## config.mk

```make
export PLATFORM = sky130hd
export DESIGN_NAME = hex_dump_line_formatter_flat
export DESIGN_NICKNAME = d
export VERILOG_FILES = /design/src/rtl/core/hdlf_pkg.sv /design/src/rtl/core/hdlf_if.sv /design/src/rtl/core/hdlf_ram.sv /design/src/rtl/core/hdlf_seq.sv /design/src/rtl/core/hex_dump_line_formatter.sv /design/src/flat_wrapper.sv
export SDC_FILE = /design/constraint.sdc
export NUM_CORES = 1
export LEC_CHECK = 0
export ABC_AREA = 1
export BUFFER_PORTS_ARGS = -buffer_cell sky130_fd_sc_hd__buf_2
export CORE_ASPECT_RATIO = 1.4
export CORE_MARGIN = 2
export CORE_UTILIZATION = 40
export DETAILED_ROUTE_END_ITERATION = 16
export GPL_TIMING_DRIVEN = 0
export HOLD_SLACK_MARGIN = 0.06
export RECOVER_POWER = 50
export SETUP_SLACK_MARGIN = 0.02
export SLEW_MARGIN = 20
export SYNTH_ARGS = -nofsm -noshare
export SYNTH_HDL_FRONTEND = slang
export SYNTH_SLANG_ARGS = --single-unit
```

## constraint.sdc

```tcl
create_clock -name i_clk -period 4 [get_ports i_clk]
set_input_delay 0.4 -clock i_clk [delete_from_list [all_inputs] [get_ports i_clk]]
set_output_delay 0.4 -clock i_clk [all_outputs]
set_load 0.02 [all_outputs]
```

## src/rtl/core/hdlf_pkg.sv

```systemverilog
// hdlf_pkg: constants, control word layout and microcode table of the hex dump formatter
// no dependencies; used by the interfaces, the sequencer and the top level

package hdlf_pkg;

    localparam int LINE_BYTES  = 16;
    localparam int POS_W       = $clog2(LINE_BYTES);
    localparam int IDX_W       = $clog2(LINE_BYTES + 1);
    localparam int ADDR_W      = 64;
    localparam int ADDR_DIGITS = ADDR_W / 4;
    localparam int DIG_W       = $clog2(ADDR_DIGITS);
    localparam int BYTE_W      = 8;
    localparam int CHAR_W      = 7;

    localparam logic [CHAR_W-1:0] CH_SPACE = 7'h20;
    localparam logic [CHAR_W-1:0] CH_COLON = 7'h3a;
    localparam logic [CHAR_W-1:0] CH_DOT   = 7'h2e;
    localparam logic [CHAR_W-1:0] CH_NL    = 7'h0a;
    localparam logic [CHAR_W-1:0] CH_ZERO  = 7'h30;
    localparam logic [CHAR_W-1:0] CH_LOW_A = 7'h61;
    localparam logic [BYTE_W-1:0] PRINT_LO = 8'd32;
    localparam logic [BYTE_W-1:0] PRINT_HI = 8'd126;

    // microcode step addresses
    typedef logic [3:0] t_step;
    localparam t_step S_IDLE  = 4'd0;
    localparam t_step S_ADDR  = 4'd1;
    localparam t_step S_COLON = 4'd2;
    localparam t_step S_SPC   = 4'd3;
    localparam t_step S_HI    = 4'd4;
    localparam t_step S_LO    = 4'd5;
    localparam t_step S_PCHK  = 4'd6;
    localparam t_step S_PADA  = 4'd7;
    localparam t_step S_PADB  = 4'd8;
    localparam t_step S_PADC  = 4'd9;
    localparam t_step S_SEP   = 4'd10;
    localparam t_step S_TXT   = 4'd11;
    localparam t_step S_NL    = 4'd12;

    typedef enum logic [2:0] {
        SRC_ADDR,
        SRC_COLON,
        SRC_SPACE,
        SRC_HI,
        SRC_LO,
        SRC_TEXT,
        SRC_NL
    } t_src;

    typedef enum logic [1:0] {
        EM_NONE,
        EM_ALWAYS,
        EM_POS_EVEN,
        EM_IDX_EVEN
    } t_emit;

    typedef enum logic [2:0] {
        JC_NEXT,
        JC_ALWAYS,
        JC_FILL_NZ,
        JC_DIG_MORE,
        JC_LINE_OPEN,
        JC_PAD_DONE,
        JC_TXT_MORE
    } t_jc;

    typedef struct packed {
        t_src  src;
        t_emit emit;
        t_jc   jc;
        t_step target;
        logic  wait_in;
        logic  last_open;
        logic  last_always;
        logic  dig_step;
        logic  off_inc;
        logic  fill_upd;
        logic  set_pad;
        logic  idx_inc;
        logic  idx_clr;
        logic  line_end;
    } t_ctl;

    // datapath conditions seen by the sequencer
    typedef struct packed {
        logic in_valid;
        logic out_free;
        logic pos_even;
        logic idx_even;
        logic fill_nz;
        logic dig_more;
        logic line_open;
        logic pad_done;
        logic txt_more;
    } t_flags;

    localparam t_ctl CTL_NOP = '{
        src: SRC_SPACE, emit: EM_NONE, jc: JC_NEXT, target: S_IDLE,
        wait_in: 1'b0, last_open: 1'b0, last_always: 1'b0, dig_step: 1'b0,
        off_inc: 1'b0, fill_upd: 1'b0, set_pad: 1'b0, idx_inc: 1'b0,
        idx_clr: 1'b0, line_end: 1'b0
    };

    function automatic t_ctl ctl_rom(t_step s);
        t_ctl c;
        c = CTL_NOP;
        unique case (s)
            S_IDLE: begin
                c.wait_in = 1'b1;
                c.jc      = JC_FILL_NZ;
                c.target  = S_SPC;
            end
            S_ADDR: begin
                c.src      = SRC_ADDR;
                c.emit     = EM_ALWAYS;
                c.dig_step = 1'b1;
                c.jc       = JC_DIG_MORE;
                c.target   = S_ADDR;
            end
            S_COLON: begin
                c.src  = SRC_COLON;
                c.emit = EM_ALWAYS;
            end
            S_SPC: begin
                c.src  = SRC_SPACE;
                c.emit = EM_POS_EVEN;
            end
            S_HI: begin
                c.src     = SRC_HI;
                c.emit    = EM_ALWAYS;
                c.off_inc = 1'b1;
            end
            S_LO: begin
                c.src       = SRC_LO;
                c.emit      = EM_ALWAYS;
                c.last_open = 1'b1;
                c.fill_upd  = 1'b1;
                c.set_pad   = 1'b1;
                c.jc        = JC_LINE_OPEN;
                c.target    = S_IDLE;
            end
            S_PCHK: begin
                c.jc     = JC_PAD_DONE;
                c.target = S_SEP;
            end
            S_PADA: begin
                c.src  = SRC_SPACE;
                c.emit = EM_IDX_EVEN;
            end
            S_PADB: begin
                c.src  = SRC_SPACE;
                c.emit = EM_ALWAYS;
            end
            S_PADC: begin
                c.src     = SRC_SPACE;
                c.emit    = EM_ALWAYS;
                c.idx_inc = 1'b1;
                c.jc      = JC_ALWAYS;
                c.target  = S_PCHK;
            end
            S_SEP: begin
                c.src     = SRC_SPACE;
                c.emit    = EM_ALWAYS;
                c.idx_clr = 1'b1;
            end
            S_TXT: begin
                c.src     = SRC_TEXT;
                c.emit    = EM_ALWAYS;
                c.idx_inc = 1'b1;
                c.jc      = JC_TXT_MORE;
                c.target  = S_TXT;
            end
            S_NL: begin
                c.src         = SRC_NL;
                c.emit        = EM_ALWAYS;
                c.last_always = 1'b1;
                c.line_end    = 1'b1;
                c.jc          = JC_ALWAYS;
                c.target      = S_IDLE;
            end
            default: begin
                c.jc     = JC_ALWAYS;
                c.target = S_IDLE;
            end
        endcase
        return c;
    endfunction

    function automatic logic [CHAR_W-1:0] hex_char(logic [3:0] n);
        if (n < 4'd10) begin
            return CH_ZERO + CHAR_W'(n);
        end else begin
            return CH_LOW_A + CHAR_W'(n - 4'd10);
        end
    endfunction

endpackage

```

## src/rtl/core/hdlf_if.sv

```systemverilog
// hdlf_in_if and hdlf_out_if: valid/ready channels of the hex dump formatter
// depends on hdlf_pkg for the field widths

interface hdlf_in_if
    import hdlf_pkg::*;
    ();
    logic              valid;
    logic              ready;
    logic [BYTE_W-1:0] data_byte;
    logic              last_byte;

    modport source (output valid, output data_byte, output last_byte, input ready);
    modport sink   (input valid, input data_byte, input last_byte, output ready);
endinterface

interface hdlf_out_if
    import hdlf_pkg::*;
    ();
    logic              valid;
    logic              ready;
    logic [CHAR_W-1:0] out_char;
    logic              last_char;

    modport source (output valid, output out_char, output last_char, input ready);
    modport sink   (input valid, input out_char, input last_char, output ready);
endinterface

```

## src/rtl/core/hdlf_ram.sv

```systemverilog
// hdlf_ram: generic single write port, single read port RAM with registered read
// no dependencies

module hdlf_ram #(
    parameter int WIDTH = 8,
    parameter int DEPTH = 16
) (
    input  logic                     i_clk,
    input  logic                     i_we,
    input  logic [$clog2(DEPTH)-1:0] i_waddr,
    input  logic [WIDTH-1:0]         i_wdata,
    input  logic [$clog2(DEPTH)-1:0] i_raddr,
    output logic [WIDTH-1:0]         o_rdata
);

    logic [WIDTH-1:0] r_mem [DEPTH];
    logic [WIDTH-1:0] r_rdata;

    always_ff @(posedge i_clk) begin
        if (i_we) begin
            r_mem[i_waddr] <= i_wdata;
        end
        r_rdata <= r_mem[i_raddr];
    end

    assign o_rdata = r_rdata;

endmodule

```

## src/rtl/core/hdlf_seq.sv

```systemverilog
// hdlf_seq: microcode step counter, control table lookup and jump logic
// depends on hdlf_pkg for the control word, flags and the table

module hdlf_seq
    import hdlf_pkg::*;
(
    input  logic   i_clk,
    input  logic   i_rst_n,
    input  t_flags i_flags,
    output t_ctl   o_ctl,
    output logic   o_adv,
    output logic   o_emit
);

    t_step r_step;
    t_step n_step;
    t_ctl  ctl;
    logic  want_emit;
    logic  take;

    assign ctl = ctl_rom(r_step);

    always_comb begin
        case (ctl.emit)
            EM_ALWAYS:   want_emit = 1'b1;
            EM_POS_EVEN: want_emit = i_flags.pos_even;
            EM_IDX_EVEN: want_emit = i_flags.idx_even;
            default:     want_emit = 1'b0;
        endcase
    end

    // a step that emits completes only when the output register can load
    assign o_adv  = ctl.wait_in ? i_flags.in_valid : (!want_emit || i_flags.out_free);
    assign o_emit = want_emit && i_flags.out_free;

    always_comb begin
        unique case (ctl.jc)
            JC_NEXT:      take = 1'b0;
            JC_ALWAYS:    take = 1'b1;
            JC_FILL_NZ:   take = i_flags.fill_nz;
            JC_DIG_MORE:  take = i_flags.dig_more;
            JC_LINE_OPEN: take = i_flags.line_open;
            JC_PAD_DONE:  take = i_flags.pad_done;
            JC_TXT_MORE:  take = i_flags.txt_more;
            default:      take = 1'b1;
        endcase
    end

    always_comb begin
        n_step = r_step;
        if (o_adv) begin
            n_step = take ? ctl.target : r_step + t_step'(1);
        end
    end

    always_ff @(posedge i_clk) begin
        if (!i_rst_n) begin
            r_step <= S_IDLE;
        end else begin
            r_step <= n_step;
        end
    end

    assign o_ctl = ctl;

endmodule

```

## src/rtl/core/hex_dump_line_formatter.sv

```systemverilog
// hex_dump_line_formatter: top level, datapath around the microcode sequencer
// depends on hdlf_pkg, hdlf_if, hdlf_ram and hdlf_seq

// Turns a byte stream into hex dump text, one 7-bit ASCII character per output item,
// 16 bytes to a line: "<16 hex digit address>:", the hex pairs with a space before
// each even position, blank padding on a short line, a space, the printable bytes
// (others shown as '.') and a newline. last_char marks the final character caused by
// each input byte. Bytes are taken one at a time; each is handled by a microcode
// program that emits at most one character per cycle into the output register, while
// the output is not held off by ready. The base address is loaded from i_cfg_data
// when i_cfg_we is high and applies from the next line opened.

module hex_dump_line_formatter
    import hdlf_pkg::*;
(
    input  logic              i_clk,
    input  logic              i_rst_n,
    input  logic              i_cfg_we,
    input  logic [ADDR_W-1:0] i_cfg_data,
    hdlf_in_if.sink           i_in,
    hdlf_out_if.source        o_out
);

    t_ctl   ctl;
    t_flags flags;
    logic   adv;
    logic   emit;
    logic   accept;

    logic [ADDR_W-1:0] r_base;
    logic [ADDR_W-1:0] r_off;
    logic [ADDR_W-1:0] r_addr;
    logic [BYTE_W-1:0] r_byte;
    logic              r_last;
    logic [POS_W-1:0]  r_pos;
    logic [POS_W-1:0]  r_fill;
    logic [DIG_W-1:0]  r_dig;
    logic [IDX_W-1:0]  r_idx;
    logic [IDX_W-1:0]  n_idx;
    logic              r_ov;
    logic [CHAR_W-1:0] r_och;
    logic              r_olast;

    logic [BYTE_W-1:0] rd_byte;
    logic [CHAR_W-1:0] ch;
    logic              line_open;
    logic              out_free;

    hdlf_seq u_seq (
        .i_clk   (i_clk),
        .i_rst_n (i_rst_n),
        .i_flags (flags),
        .o_ctl   (ctl),
        .o_adv   (adv),
        .o_emit  (emit)
    );

    // read address follows the next text index so the data is ready in the next cycle
    hdlf_ram #(
        .WIDTH (BYTE_W),
        .DEPTH (LINE_BYTES)
    ) u_line_ram (
        .i_clk   (i_clk),
        .i_we    (accept),
        .i_waddr (r_fill),
        .i_wdata (i_in.data_byte),
        .i_raddr (n_idx[POS_W-1:0]),
        .o_rdata (rd_byte)
    );

    assign i_in.ready = ctl.wait_in;
    assign accept     = i_in.valid && ctl.wait_in;
    assign out_free   = !r_ov || o_out.ready;
    assign line_open  = (r_pos != POS_W'(LINE_BYTES - 1)) && !r_last;

    always_comb begin
        flags.in_valid  = i_in.valid;
        flags.out_free  = out_free;
        flags.pos_even  = !r_pos[0];
        flags.idx_even  = !r_idx[0];
        flags.fill_nz   = (r_fill != '0);
        flags.dig_more  = (r_dig != DIG_W'(ADDR_DIGITS - 1));
        flags.line_open = line_open;
        flags.pad_done  = (r_idx == IDX_W'(LINE_BYTES));
        flags.txt_more  = (r_idx != IDX_W'(r_pos));
    end

    always_comb begin
        case (ctl.src)
            SRC_ADDR:  ch = hex_char(r_addr[ADDR_W-1 -: 4]);
            SRC_COLON: ch = CH_COLON;
            SRC_HI:    ch = hex_char(r_byte[7:4]);
            SRC_LO:    ch = hex_char(r_byte[3:0]);
            SRC_TEXT:  ch = (rd_byte >= PRINT_LO && rd_byte <= PRINT_HI) ?
                            rd_byte[CHAR_W-1:0] : CH_DOT;
            SRC_NL:    ch = CH_NL;
            default:   ch = CH_SPACE;
        endcase
    end

    always_comb begin
        n_idx = r_idx;
        if (adv) begin
            if (ctl.set_pad) begin
                n_idx = IDX_W'(r_pos) + IDX_W'(1);
            end else if (ctl.idx_clr) begin
                n_idx = '0;
            end else if (ctl.idx_inc) begin
                n_idx = r_idx + IDX_W'(1);
            end
        end
    end

    always_ff @(posedge i_clk) begin
        if (!i_rst_n) begin
            r_base <= '0;
            r_off  <= '0;
            r_fill <= '0;
            r_dig  <= '0;
            r_idx  <= '0;
            r_ov   <= 1'b0;
        end else begin
            if (i_cfg_we) begin
                r_base <= i_cfg_data;
            end
            r_idx <= n_idx;
            if (accept) begin
                r_dig <= '0;
            end else if (adv && ctl.dig_step) begin
                r_dig <= r_dig + DIG_W'(1);
            end
            if (adv && ctl.off_inc) begin
                r_off <= r_off + ADDR_W'(1);
            end else if (adv && ctl.line_end && r_last) begin
                r_off <= '0;
            end
            if (adv && ctl.line_end) begin
                r_fill <= '0;
            end else if (adv && ctl.fill_upd) begin
                r_fill <= r_pos + POS_W'(1);
            end
            if (emit) begin
                r_ov <= 1'b1;
            end else if (o_out.ready) begin
                r_ov <= 1'b0;
            end
        end
    end

    // payload registers
    always_ff @(posedge i_clk) begin
        if (accept) begin
            r_byte <= i_in.data_byte;
            r_last <= i_in.last_byte;
            r_pos  <= r_fill;
            r_addr <= r_base + r_off;
        end else if (adv && ctl.dig_step) begin
            r_addr <= {r_addr[ADDR_W-5:0], 4'h0};
        end
        if (emit) begin
            r_och   <= ch;
            r_olast <= ctl.last_always || (ctl.last_open && line_open);
        end
    end

    assign o_out.valid     = r_ov;
    assign o_out.out_char  = r_och;
    assign o_out.last_char = r_olast;

endmodule
```

## src/flat_wrapper.sv

```systemverilog
// flat-port wrapper written by rule: the top's interface ports become plain ports
module hex_dump_line_formatter_flat import hdlf_pkg::*;
  (i_clk, i_rst_n, i_cfg_we, i_cfg_data, i_in_valid, i_in_data_byte, i_in_last_byte, i_in_ready, o_out_valid, o_out_out_char, o_out_last_char, o_out_ready);
  hdlf_in_if i_in_i ();
  hdlf_out_if o_out_i ();
  input  logic i_clk;
  input  logic i_rst_n;
  input  logic i_cfg_we;
  input  logic [ADDR_W-1:0] i_cfg_data;
  input wire logic [$bits(i_in_i.valid)-1:0] i_in_valid;
  input wire logic [$bits(i_in_i.data_byte)-1:0] i_in_data_byte;
  input wire logic [$bits(i_in_i.last_byte)-1:0] i_in_last_byte;
  output wire logic [$bits(i_in_i.ready)-1:0] i_in_ready;
  output wire logic [$bits(o_out_i.valid)-1:0] o_out_valid;
  output wire logic [$bits(o_out_i.out_char)-1:0] o_out_out_char;
  output wire logic [$bits(o_out_i.last_char)-1:0] o_out_last_char;
  input wire logic [$bits(o_out_i.ready)-1:0] o_out_ready;
  assign i_in_i.valid = i_in_valid;
  assign i_in_i.data_byte = i_in_data_byte;
  assign i_in_i.last_byte = i_in_last_byte;
  assign i_in_ready = i_in_i.ready;
  assign o_out_valid = o_out_i.valid;
  assign o_out_out_char = o_out_i.out_char;
  assign o_out_last_char = o_out_i.last_char;
  assign o_out_i.ready = o_out_ready;
  hex_dump_line_formatter u_core (.i_clk(i_clk), .i_rst_n(i_rst_n), .i_cfg_we(i_cfg_we), .i_cfg_data(i_cfg_data), .i_in(i_in_i), .o_out(o_out_i));
endmodule
```

==> results.py, run 1 <==
metrics = {
    "floorplanning": {
        "start_util": 0.405,
        "coreArea_sq_um": 54200,
        "ios": 88,
        "die_x_um": 202,
        "rows": 101,
        "die-area_sq_um": 56800,
        "die_y_um": 281,
    },
    "timing": {
        "rsz0062_at_grt": "false",
        "period_needed_ns": 3.76,
        "relSlewSlack": 0.226,
        "finalSetupViolCount": 0,
        "fin_worst_skew_ns": 0.0216,
        "maxSlewViolCount": 0,
        "max_slew.worst_pin.slew_ns": 1.16,
        "fmax_mhz": 266,
        "finalHoldViolCount": 0,
        "min_period_over_period": 0.940,
    },
    "synthesis": {
        "async_flop_share": 0,
        "yosysWarnings": 0,
        "synthSimpleGateAreaFrac": 0.294,
        "syn_area_per_cell_sq_um": 7.70,
        "yosys.area.top_type_share": 0.291,
        "syn_nets": 3015,
        "netlist_area_sq_um": 22000,
        "yosys.area.top_type": "edfxtp_1",
        "synthTopCellsByArea": "edfxtp_1 (29%), dfxtp_1 (14%), nand2_1 (9.4%), nor2_1 (6.7%), inv_1 (6.2%)",
        "synth_fa_ha_area_frac": 0.0488,
        "synth-xor-area-share": 0.0172,
        "synth_cell_types": 55,
        "ys_seq_elements": 367,
        "ys.flop_type": "edfxtp_1",
        "synth_compound_area_frac": 0.123,
        "ys_seq_area_frac": 0.432,
        "syn-instance-count": 2852,
        "synthTopCellsByCount": "nand2_1 (549), nor2_1 (393), inv_1 (362)",
        "yosys.cell_count.top_type": "nand2_1",
        "synth_edf_count": 213,
        "synth_top_family_by_area": "simple AND/OR/NAND/NOR gates",
        "yosys-mux-area-fraction": 0,
    },
    "placed_design": {
        "hpwlAfterDp_um": 60400,
        "io_buffer_count": 85,
        "gp_congestion": 1.00,
        "dp.cells": 3660,
    },
    "worst_setup_path": {
        "cp_cell_sequence": "ha_1 -> inv_1 -> fa_1 -> inv_1 -> nand2_1 -> o21ai_0 -> nand2_1 -> nand2_1 -> a21oi_1 -> o21ai_0 -> a21boi_0 -> o21ai_0 -> nand2_1 -> nand3_1 -> nand2_1",
        "start_kind": "flop",
        "crit_cells": 15,
        "path_delay_family": "compound AO/OA/AOI/OAI gates",
        "arrival_ns": 4.09,
        "worst-r2r-setup-slack_ns": 0.24,
        "worst-setup-path-type": "reg -> reg",
        "critPathSlowestCell": "o21ai_0",
        "cp-endpoint": "u_core.r_addr[42]",
        "endpoint_kind": "flop",
        "reg2reg_depth": 15,
        "rr_startpoint": "u_core.r_off[0]",
        "cp-startpoint": "u_core.r_off[0]",
        "cp_slowest_stage_delay_ns": 0.66,
        "cp.buffers_inverters": 2,
        "cp_max_fo": 5,
        "critPathMostFrequentCell": "nand2_1",
        "r2r_end": "u_core.r_addr[42]",
        "required_ns": 4.33,
    },
    "clocking": {
        "clk_pin_slew_worst_paths_ns": 0.06,
        "ctsLongestPathBuffers": 3,
        "cts_buffers": 40,
        "clkLatencyLatePin_ns": 0.60,
        "h-tree-depth": 2,
        "cts_resized": 0,
        "cts_tree": "yes",
        "cts_root_buf": "clkbuf_16",
        "clock-sinks": 367,
    },
    "grt": {
        "grt_pass1_wl_um": 116000,
        "grt_use_total": 0.270,
        "antenna_found_initial": 0,
        "grt.overflow.total": 0,
        "grt_pass1_vias": 20300,
        "grt_max_degree": 50,
    },
    "cells_and_area": {
        "final_nets": 3207,
        "drive_above_1_share": 0.0807,
        "num_antenna_cells": 0,
        "n_fill_cell": 5411,
        "synthToLayoutAreaGrowth_pct": 15.0,
        "layoutNonFillerInstCount": 3796,
    },
    "worst_hold_path": {
        "min_from": "i_cfg_data[54]",
        "worstHoldPathType": "in -> reg",
    },
    "power_and_ir_drop": {
        "finalPower_uw": 14100,
        "peakVddDrop_mv": 0.371,
        "p_per_area_nw_per_um2": 560,
        "p_leak_uw": 0.0102,
    },
    "run": {
        "maxCapViolations": 0,
    },
    "routing": {
        "ant_nets": 0,
        "drt_iter0_drc": 1513,
        "drt_first_pass_iters": 5,
        "vias_per_cell": 5.33,
        "remaining_drc_errors": 0,
        "routed_wl_um": 76900,
        "wl_per_cell_um": 20.2,
        "via_count": 20200,
    },
    "status": {
        "status": "finished, final reports clean",
    },
}
-- sequential cells by signal (all words and copies together), names as in the netlist --
| name | flops |
|---|---|
| u_core.o_out.out_char | 7 |
| u_core.r_dig | 4 |
| u_core.r_fill | 4 |
| u_core.u_seq.r_step | 4 |
| u_core.r_idx | 5 |
| u_core.r_pos | 4 |
| u_core.o_out.valid | 1 |
| u_core.u_line_ram.o_rdata | 8 |
| u_core.r_last | 1 |
| u_core.r_addr | 64 |
| u_core.r_base | 64 |
| u_core.r_off | 64 |
| u_core.r_byte | 8 |
| u_core.o_out.last_char | 1 |
| u_core.u_line_ram.r_mem | 128 |
-- routing by layer --
layer | global-route usage | part of all wire
met1 | 0.290 | 0.38
met2 | 0.498 | 0.51
met3 | 0.0305 | 0.042
met4 | 0.179 | 0.072
met5 | 0 | 0
-- cells by family after synthesis --
| group | count (synthesis) |
|---|---|
| XOR/XNOR | 43 |
| flip-flops | 367 |
| AO/OA/AOI/OAI | 471 |
| adder cells (fa/ha/maj) | 85 |
| buffers and inverters | 459 |
| AND/OR/NAND/NOR | 1427 |
-- power breakdown --
| group | switching, uW | internal, uW | total [uW] |
|---|---|---|---|
| Sequential | 269 | 4810 | 5080 |
| Clock | 1670 | 2190 | 3850 |
| Combinational | 3580 | 1620 | 5190 |
-- layout by cell type (no fill, tap or decap), drive strengths merged, types with 38 or more instances in the layout --
master | Yosys | final
inv | 370 | 372
nand3b | 65 | 65
nand4 | 47 | 47
a21oi | 152 | 152
dlygate4sd3 | 0 | 63
clkbuf | 43 | 113
edfxtp | 213 | 213
dfxtp | 154 | 154
ha | 84 | 84
nor2 | 406 | 406
o21ai | 207 | 207
a211oi | 38 | 38
nand2 | 560 | 560
nand3 | 265 | 265
buf | 46 | 114
nor3 | 48 | 48
-- final cells by class --
type,instances,area [sq um],share of cell area
multi-input cells,2026,10500,0.417
flip-flops and latches,367,9480,0.375
inverters,370,1390,0.0551
clock buffers,51,1100,0.0437
repair buffers,150,1070,0.0425
well taps,721,902,0.0357
plain buffers,89,492,0.0195
clock inverters,22,268,0.0106
-- worst register-to-register path: stages, from the launching register on --
cell and delay (ns):
dfxtp_1 0.43, ha_1 0.20, inv_1 0.06, fa_1 0.37, inv_1 0.09, nand2_1 0.06
o21ai_0 0.34, nand2_1 0.09, nand2_1 0.12, a21oi_1 0.18, o21ai_0 0.66, a21boi_0 0.41
o21ai_0 0.27, nand2_1 0.07, nand3_1 0.11, nand2_1 0.06
-- per-stage QoR --
stage                     instance area (sq um)  setup WS (ns)  hold WS (ns)  setup TNS [ns]   util
after floorplan                           22000          0.470         0.423               0      -
after CTS                                 25300          0.363        0.0650               0  0.468
after detailed placement                  23300          0.384         0.455               0  0.431
final                                     25200          0.242        0.0792               0  0.466
after global placement                    23300          -1.07         0.450          -67.87  0.430
after global routing                      25200         0.0203        0.0720               0  0.466
-- how the worst min path moves through the flow --
stage | endpoint | slack, ns | cells past startpoint
4_1_cts | u_core.r_base[54] | 0.07 | 3
6_report | u_core.r_base[54] | 0.08 | 3
2_1_floorplan | u_core.r_dig[3] | 0.42 | 1
3_5_place_dp | u_core.r_dig[3] | 0.45 | 1
3_3_place_gp | u_core.r_dig[3] | 0.45 | 1
5_1_grt | u_core.r_base[54] | 0.07 | 3
-- repair_timing --
action | CTS | global route
hold endpoints to repair | 63 | 0
setup buffers | 0 | 0
hold buffers | 63 | 0
endpoints found under the setup margin | 0 | 0
Note: power is estimated with default switching activity, not from simulation.
==> inputs of run 2 (changes only) <==
--- a/config.mk
+++ b/config.mk
@@ -11,7 +11,6 @@
 export CORE_MARGIN = 2
 export CORE_UTILIZATION = 40
 export DETAILED_ROUTE_END_ITERATION = 16
-export GPL_TIMING_DRIVEN = 0
 export HOLD_SLACK_MARGIN = 0.06
 export RECOVER_POWER = 50
 export SETUP_SLACK_MARGIN = 0.02
==> constraint.sdc (replaced) <==
create_clock -name i_clk -period 4.45 [get_ports i_clk]
set_input_delay 0.2225 -clock i_clk [delete_from_list [all_inputs] [get_ports i_clk]]
set_output_delay 0.2225 -clock i_clk [all_outputs]
set_load 0.02 [all_outputs]
==> run 2 against run 1 <==
The run now ends with max-capacitance violations, max-slew violations left. Sequential share of layout area up 0.38 points. Die area unchanged. Via count down 1.5%. Wire length down 7.1%. Design area down 1.0%. Sequential power down 9.3%. Combinational power down 21%. Critical path depth down 3. Worst setup slack better by 0.40 ns. Highest routed layer unchanged. Largest cell class unchanged. First-iteration DRC count down 13%.
==> results.py, run 2 (same netlist as run 1, synthesis figures left out) <==
metrics = {
    "power_and_ir_drop": {
        "p_int_uw": 7540,
        "pwr-share-comb": 0.337,
        "p_sw_frac": 0.378,
        "peakVddDrop_mv": 0.354,
        "p_leak_uw": 0.0100,
        "switchingPower_uw": 4580,
        "p_seq_frac": 0.380,
        "p_per_area_nw_per_um2": 485,
        "clkPwrFrac": 0.283,
    },
    "timing": {
        "timing.hold.ws_ns": 0.192,
        "finalSetupViolCount": 0,
        "relSlewSlack": -0.439,
        "max_slew.worst_pin.slew_ns": 2.15,
        "finalHoldViolCount": 0,
        "maxSlewViolCount": 156,
        "fin_worst_skew_ns": 0.0505,
        "rsz0062_at_grt": "false",
        "min_period_over_period": 0.855,
        "setup-tns-final_ns": 0,
        "fmax_mhz": 263,
        "period_needed_ns": 3.81,
    },
    "grt": {
        "grt_pass1_vias": 19900,
        "antenna_found_initial": 0,
        "grt_use_total": 0.251,
        "grt.overflow.total": 0,
        "grt-busiest-layer": "met2",
        "use_met3": 0.0269,
        "grt_max_degree": 90,
        "grt_util_met1": 0.276,
        "grt_pass1_wl_um": 110000,
        "met2_usage": 0.456,
    },
    "cells_and_area": {
        "drive_above_1_share": 0.0743,
        "regMostFlops": "u_core.u_line_ram.r_mem",
        "seqCellArea_sq_um": 9480,
        "largest_register_ffs": 128,
        "num_antenna_cells": 0,
        "multi_input_comb_area_sq_um": 10600,
        "n_fill_cell": 5406,
        "layout_commonest_cell": "nand2_1",
        "final_nets": 3149,
        "synthToLayoutAreaGrowth_pct": 13.8,
        "layout_common_cells": "nand2_1 (551), nor2_1 (394), inv_1 (361)",
    },
    "clocking": {
        "cts_tree": "yes",
        "cts_root_buf": "clkbuf_16",
        "ctsLongestPathBuffers": 3,
        "clk_pin_slew_worst_paths_ns": 0.06,
        "clock-sinks": 367,
        "clkLatencyLatePin_ns": 0.60,
        "post_cts_buffers": 0,
        "h-tree-depth": 2,
        "cts_buffers": 40,
    },
    "worst_hold_path": {
        "worstHoldPathType": "in -> reg",
    },
    "worst_setup_path": {
        "start_kind": "flop",
        "endpoint_kind": "flop",
        "required_ns": 4.88,
        "cp_max_fo": 24,
        "worst-setup-path-type": "reg -> reg",
        "arrival_ns": 4.23,
    },
    "floorplanning": {
        "ios": 88,
        "die_y_um": 281,
        "die-area_sq_um": 56800,
        "die_x_um": 202,
        "start_util": 0.405,
        "rows": 101,
        "coreArea_sq_um": 54200,
    },
    "routing": {
        "drt_first_pass_iters": 6,
        "routed_wl_um": 71400,
        "via_count": 19900,
        "vias_per_cell": 5.34,
        "drt_iter0_drc": 1320,
        "remaining_drc_errors": 0,
        "wl_per_cell_um": 19.1,
        "ant_nets": 0,
    },
    "placed_design": {
        "hpwlAfterDp_um": 54700,
        "io_buffer_count": 87,
        "gp_congestion": 1.06,
    },
    "status": {
        "status": "complete, but fails checks",
        "violations": "max-capacitance violations, max-slew violations",
    },
    "run": {
        "maxCapViolations": 2,
    },
}
[run 2: layout make-up]
cell class | count | area share
Clock buffer | 53 | 0.0438
Timing Repair Buffer | 181 | 0.0521
Multi-Input combinational cell | 2026 | 0.423
Clock inverter | 17 | 0.0101
Tap cell | 721 | 0.0361
Inverter | 370 | 0.0557
Sequential cell | 367 | 0.379
[run 2: power by group through the flow]
| stage | registers (uW) | clock network, uW | logic (uW) |
|---|---|---|---|
| after global placement | 4670 | 0 | 4020 |
| after CTS | 4610 | 3510 | 4140 |
| after global routing | 4650 | 3640 | 4600 |
| after floorplan | 4610 | 0 | 3120 |
| after detailed placement | 4680 | 0 | 4070 |
| final | 4610 | 3430 | 4090 |
[run 2: repair_timing]
action | in CTS | in global routing
gates resized for setup | 0 | 0
hold endpoints to repair | 104 | 0
hold buffers | 70 | 0
setup endpoints to repair | 0 | 0
[run 2: final timing paths]
kind | start | to | slack, ns | cells after the start
hold / removal | i_in_valid | u_core.r_byte[0] | 0.19 | 3
setup reg to reg | u_core.u_seq.r_step[2] | u_core.r_off[52] | 0.64 | 12
hold reg to reg | u_core.r_dig[3] | u_core.r_dig[3] | 0.46 | 1
setup / recovery | u_core.u_seq.r_step[2] | u_core.r_off[52] | 0.64 | 12
[run 2: layer usage]
| layer | routed length, um | part of all wire |
|---|---|---|
| met3 | 2860 | 0.040 |
| met5 | 0 | 0 |
| met1 | 27800 | 0.39 |
| met4 | 5120 | 0.072 |
| met2 | 35700 | 0.50 |
[run 2: critical path, cell delays in order (launching register included)]
cell and delay (ns):
dfxtp_1 0.64, inv_1 0.18, nand3_1 0.28, nand3_1 0.26, nor2_1 0.25, nand3_1 0.17, nand4_1 0.21, nand2_4 0.12
nor2_1 0.19, nand2_1 0.57, buf_4 0.48, a21oi_1 0.22, a211oi_2 0.05
[run 2: through the flow]
stage	utilization	setup WS [ns]	instance area, sq um	std cells	power, uW
floorplan	-	0.920	22000	2852	7730
finish	0.461	0.644	25000	3735	12100
detailed placement	0.425	0.945	23000	3595	8750
CTS	0.462	0.942	25100	3735	12200
global placement	0.425	1.03	23000	3595	8690
global route	0.461	0.382	25000	3735	12900
==> inputs of run 3 (changes only) <==
--- a/config.mk
+++ b/config.mk
@@ -7,12 +7,16 @@
 export LEC_CHECK = 0
 export ABC_AREA = 1
 export BUFFER_PORTS_ARGS = -buffer_cell sky130_fd_sc_hd__buf_2
+export CELL_PAD_IN_SITES_DETAIL_PLACEMENT = 1
+export CELL_PAD_IN_SITES_GLOBAL_PLACEMENT = 1
 export CORE_ASPECT_RATIO = 1.4
 export CORE_MARGIN = 2
 export CORE_UTILIZATION = 40
 export DETAILED_ROUTE_END_ITERATION = 16
 export HOLD_SLACK_MARGIN = 0.06
+export PLACE_DENSITY_LB_ADDON = 0.1
 export RECOVER_POWER = 50
+export REMOVE_ABC_BUFFERS = 1
 export SETUP_SLACK_MARGIN = 0.02
 export SLEW_MARGIN = 20
 export SYNTH_ARGS = -nofsm -noshare
==> run 3 against run 2 <==
The flow still finishes with violations (max-capacitance violations, max-slew violations). Global-route usage up 3.2 points. Design area increased by 0.18%. Worst hold slack better by 0.0038 ns. Non-clock buffer count is 5 lower. Combinational power increased by 4%. Via count increased by 0.82%. Cell count about the same. First-iteration DRC count shrank 31%. Count of clock-buffer cells in the layout is the same. Die area is the same. Sequential power barely moved. Critical endpoint is now u_core.r_addr[62]. Largest cell class unchanged. Largest power group unchanged. Highest routed layer unchanged.
==> results.py, run 3 (same netlist as run 1, synthesis figures left out) <==
metrics = {
    "status": {
        "status": "complete, but fails checks",
        "violations": "max-capacitance violations, max-slew violations",
    },
    "timing": {
        "rsz0062_at_grt": "false",
        "finalSetupViolCount": 0,
        "relSlewSlack": -0.715,
        "max_slew.worst_pin.slew_ns": 2.57,
        "setup-tns-final_ns": 0,
        "period_needed_ns": 3.72,
        "fmax_mhz": 269,
        "maxSlewViolCount": 65,
        "finalHoldViolCount": 0,
        "fin_worst_skew_ns": 0.0157,
        "min_period_over_period": 0.836,
    },
    "floorplanning": {
        "die-area_sq_um": 56800,
        "ios": 88,
        "coreArea_sq_um": 54200,
        "die_x_um": 202,
        "start_util": 0.405,
        "die_y_um": 281,
        "rows": 101,
    },
    "worst_setup_path": {
        "cp_cell_sequence": "inv_1 -> nand3_2 -> nand3_1 -> nor2_1 -> nand3_2 -> nand3_2 -> nand2_2 -> nand2_4 -> nand2_1 -> nand2_2 -> buf_4",
        "r2r_end": "u_core.r_addr[62]",
        "start_kind": "flop",
        "worst-setup-path-type": "reg -> reg",
        "endpoint_kind": "flop",
        "cp.buffers_inverters": 2,
        "path_delay_family": "simple AND/OR/NAND/NOR gates",
        "reg2reg_depth": 11,
        "cp-startpoint": "u_core.u_seq.r_step[2]",
        "rr_startpoint": "u_core.u_seq.r_step[2]",
        "arrival_ns": 3.97,
        "critPathMostFrequentCell": "nand3_2",
        "cp_slowest_stage_delay_ns": 0.66,
        "worst-r2r-setup-slack_ns": 0.73,
        "cp_max_fo": 26,
        "required_ns": 4.70,
        "crit_cells": 11,
        "cp-endpoint": "u_core.r_addr[62]",
        "critPathSlowestCell": "dfxtp_1",
    },
    "power_and_ir_drop": {
        "p_leak_uw": 0.0101,
        "p_per_area_nw_per_um2": 501,
        "peakVddDrop_mv": 0.512,
    },
    "clocking": {
        "cts_tree": "yes",
        "cts_buffers": 41,
        "clkLatencyLatePin_ns": 0.59,
        "ctsLongestPathBuffers": 3,
        "cts_root_buf": "clkbuf_16",
        "clk_pin_slew_worst_paths_ns": 0.07,
        "cts_resized": 0,
        "clock-sinks": 367,
        "post_cts_buffers": 0,
        "h-tree-depth": 2,
    },
    "routing": {
        "routed_wl_um": 79900,
        "ant_nets": 0,
        "wl_met2_um": 41100,
        "highest_layer": "met4",
        "vias_per_cell": 5.38,
        "drt_first_pass_iters": 5,
        "via_count": 20100,
        "wl_per_cell_um": 21.4,
        "drt_iter0_drc": 917,
        "wl_met3_um": 2020,
        "m1WireLength_um": 30900,
        "remaining_drc_errors": 0,
    },
    "cells_and_area": {
        "regMostFlops": "u_core.u_line_ram.r_mem",
        "largest_register_ffs": 128,
        "layout_common_cells": "nand2_1 (549), nor2_1 (395), inv_1 (361)",
        "layout_commonest_cell": "nand2_1",
        "post-route-util": 0.462,
        "fin_area_sq_um": 25000,
        "synthToLayoutAreaGrowth_pct": 14.0,
        "drive_above_1_share": 0.0779,
        "layoutNonFillerInstCount": 3737,
        "final_nets": 3145,
    },
    "placed_design": {
        "hpwlAfterDp_um": 61800,
        "dp.cells": 3594,
        "io_buffer_count": 87,
        "gp_congestion": 0.944,
        "place_area_sq_um": 23000,
    },
    "grt": {
        "grt.overflow.total": 0,
        "antenna_found_initial": 1,
        "grt_use_total": 0.283,
        "grt_pass1_vias": 21600,
        "grt_pass1_wl_um": 123000,
        "grt_max_degree": 90,
    },
    "worst_hold_path": {
        "worstHoldPathType": "in -> reg",
    },
    "run": {
        "maxCapViolations": 1,
    },
}
[run 3: cell types whose count changed in the layout (fill, tap and decap cells not counted), sizes merged]
cell	delta
dlygate4sd3	-4
buf	-3
clkinv	+3
clkbuf	+2
inv	+2
bufinv	+1
diode	+1
[run 3: report_power, final]
group          internal, uW  leakage, uW  switching, uW
clock                  2140     0.000706           1510
combinational          1200      0.00615           3050
sequential             4330      0.00323            301
[run 3: per-stage QoR]
step	total power, uW	hold slack [ns]	setup slack [ns]
detailed placement	8960	0.431	1.07
finish	12500	0.196	0.730
global route	13300	0.208	0.390
floorplan	7390	0.321	-1.54
global placement	8840	0.428	1.12
CTS	12700	0.0740	1.04
[run 3: tightest hold or removal path: stages]
cell    delay (ns)
buf_2         0.10
inv_1         0.06
nor2_1        0.18
[run 3: how the worst min path moves through the flow]
stage	end	slack [ns]	cells after the start	from
floorplan	u_core.r_byte[0]	0.32	0	i_in_data_byte[0]
global placement	u_core.r_last	0.43	1	i_in_last_byte
detailed placement	u_core.r_last	0.43	1	i_in_last_byte
CTS	u_core.r_pos[0]	0.07	3	i_in_valid
global route	u_core.r_pos[0]	0.21	3	i_in_valid
finish	u_core.r_pos[0]	0.20	3	i_in_valid
[run 3: per-layer routing]
layer,global-route usage,up-vias
met4,0.190,0
met2,0.523,360
li1,-,9831
met3,0.0296,178
met1,0.302,9736
met5,0,-
[run 3: layout make-up]
cell class                      count  area (sq um)
Tap cell                          721           902
Timing Repair Buffer              176          1240
Clock inverter                     23           280
Antenna cell                        1          2.50
Multi-Input combinational cell   2026         10600
Inverter                          370          1390
Clock buffer                       53          1150
Fill cell                        6644         29200
Sequential cell                   367          9480
[run 3: what timing repair did]
action                                  CTS  global route
endpoints found under the hold margin    66             0
endpoints found under the setup margin    0             0
hold buffers                             66             0
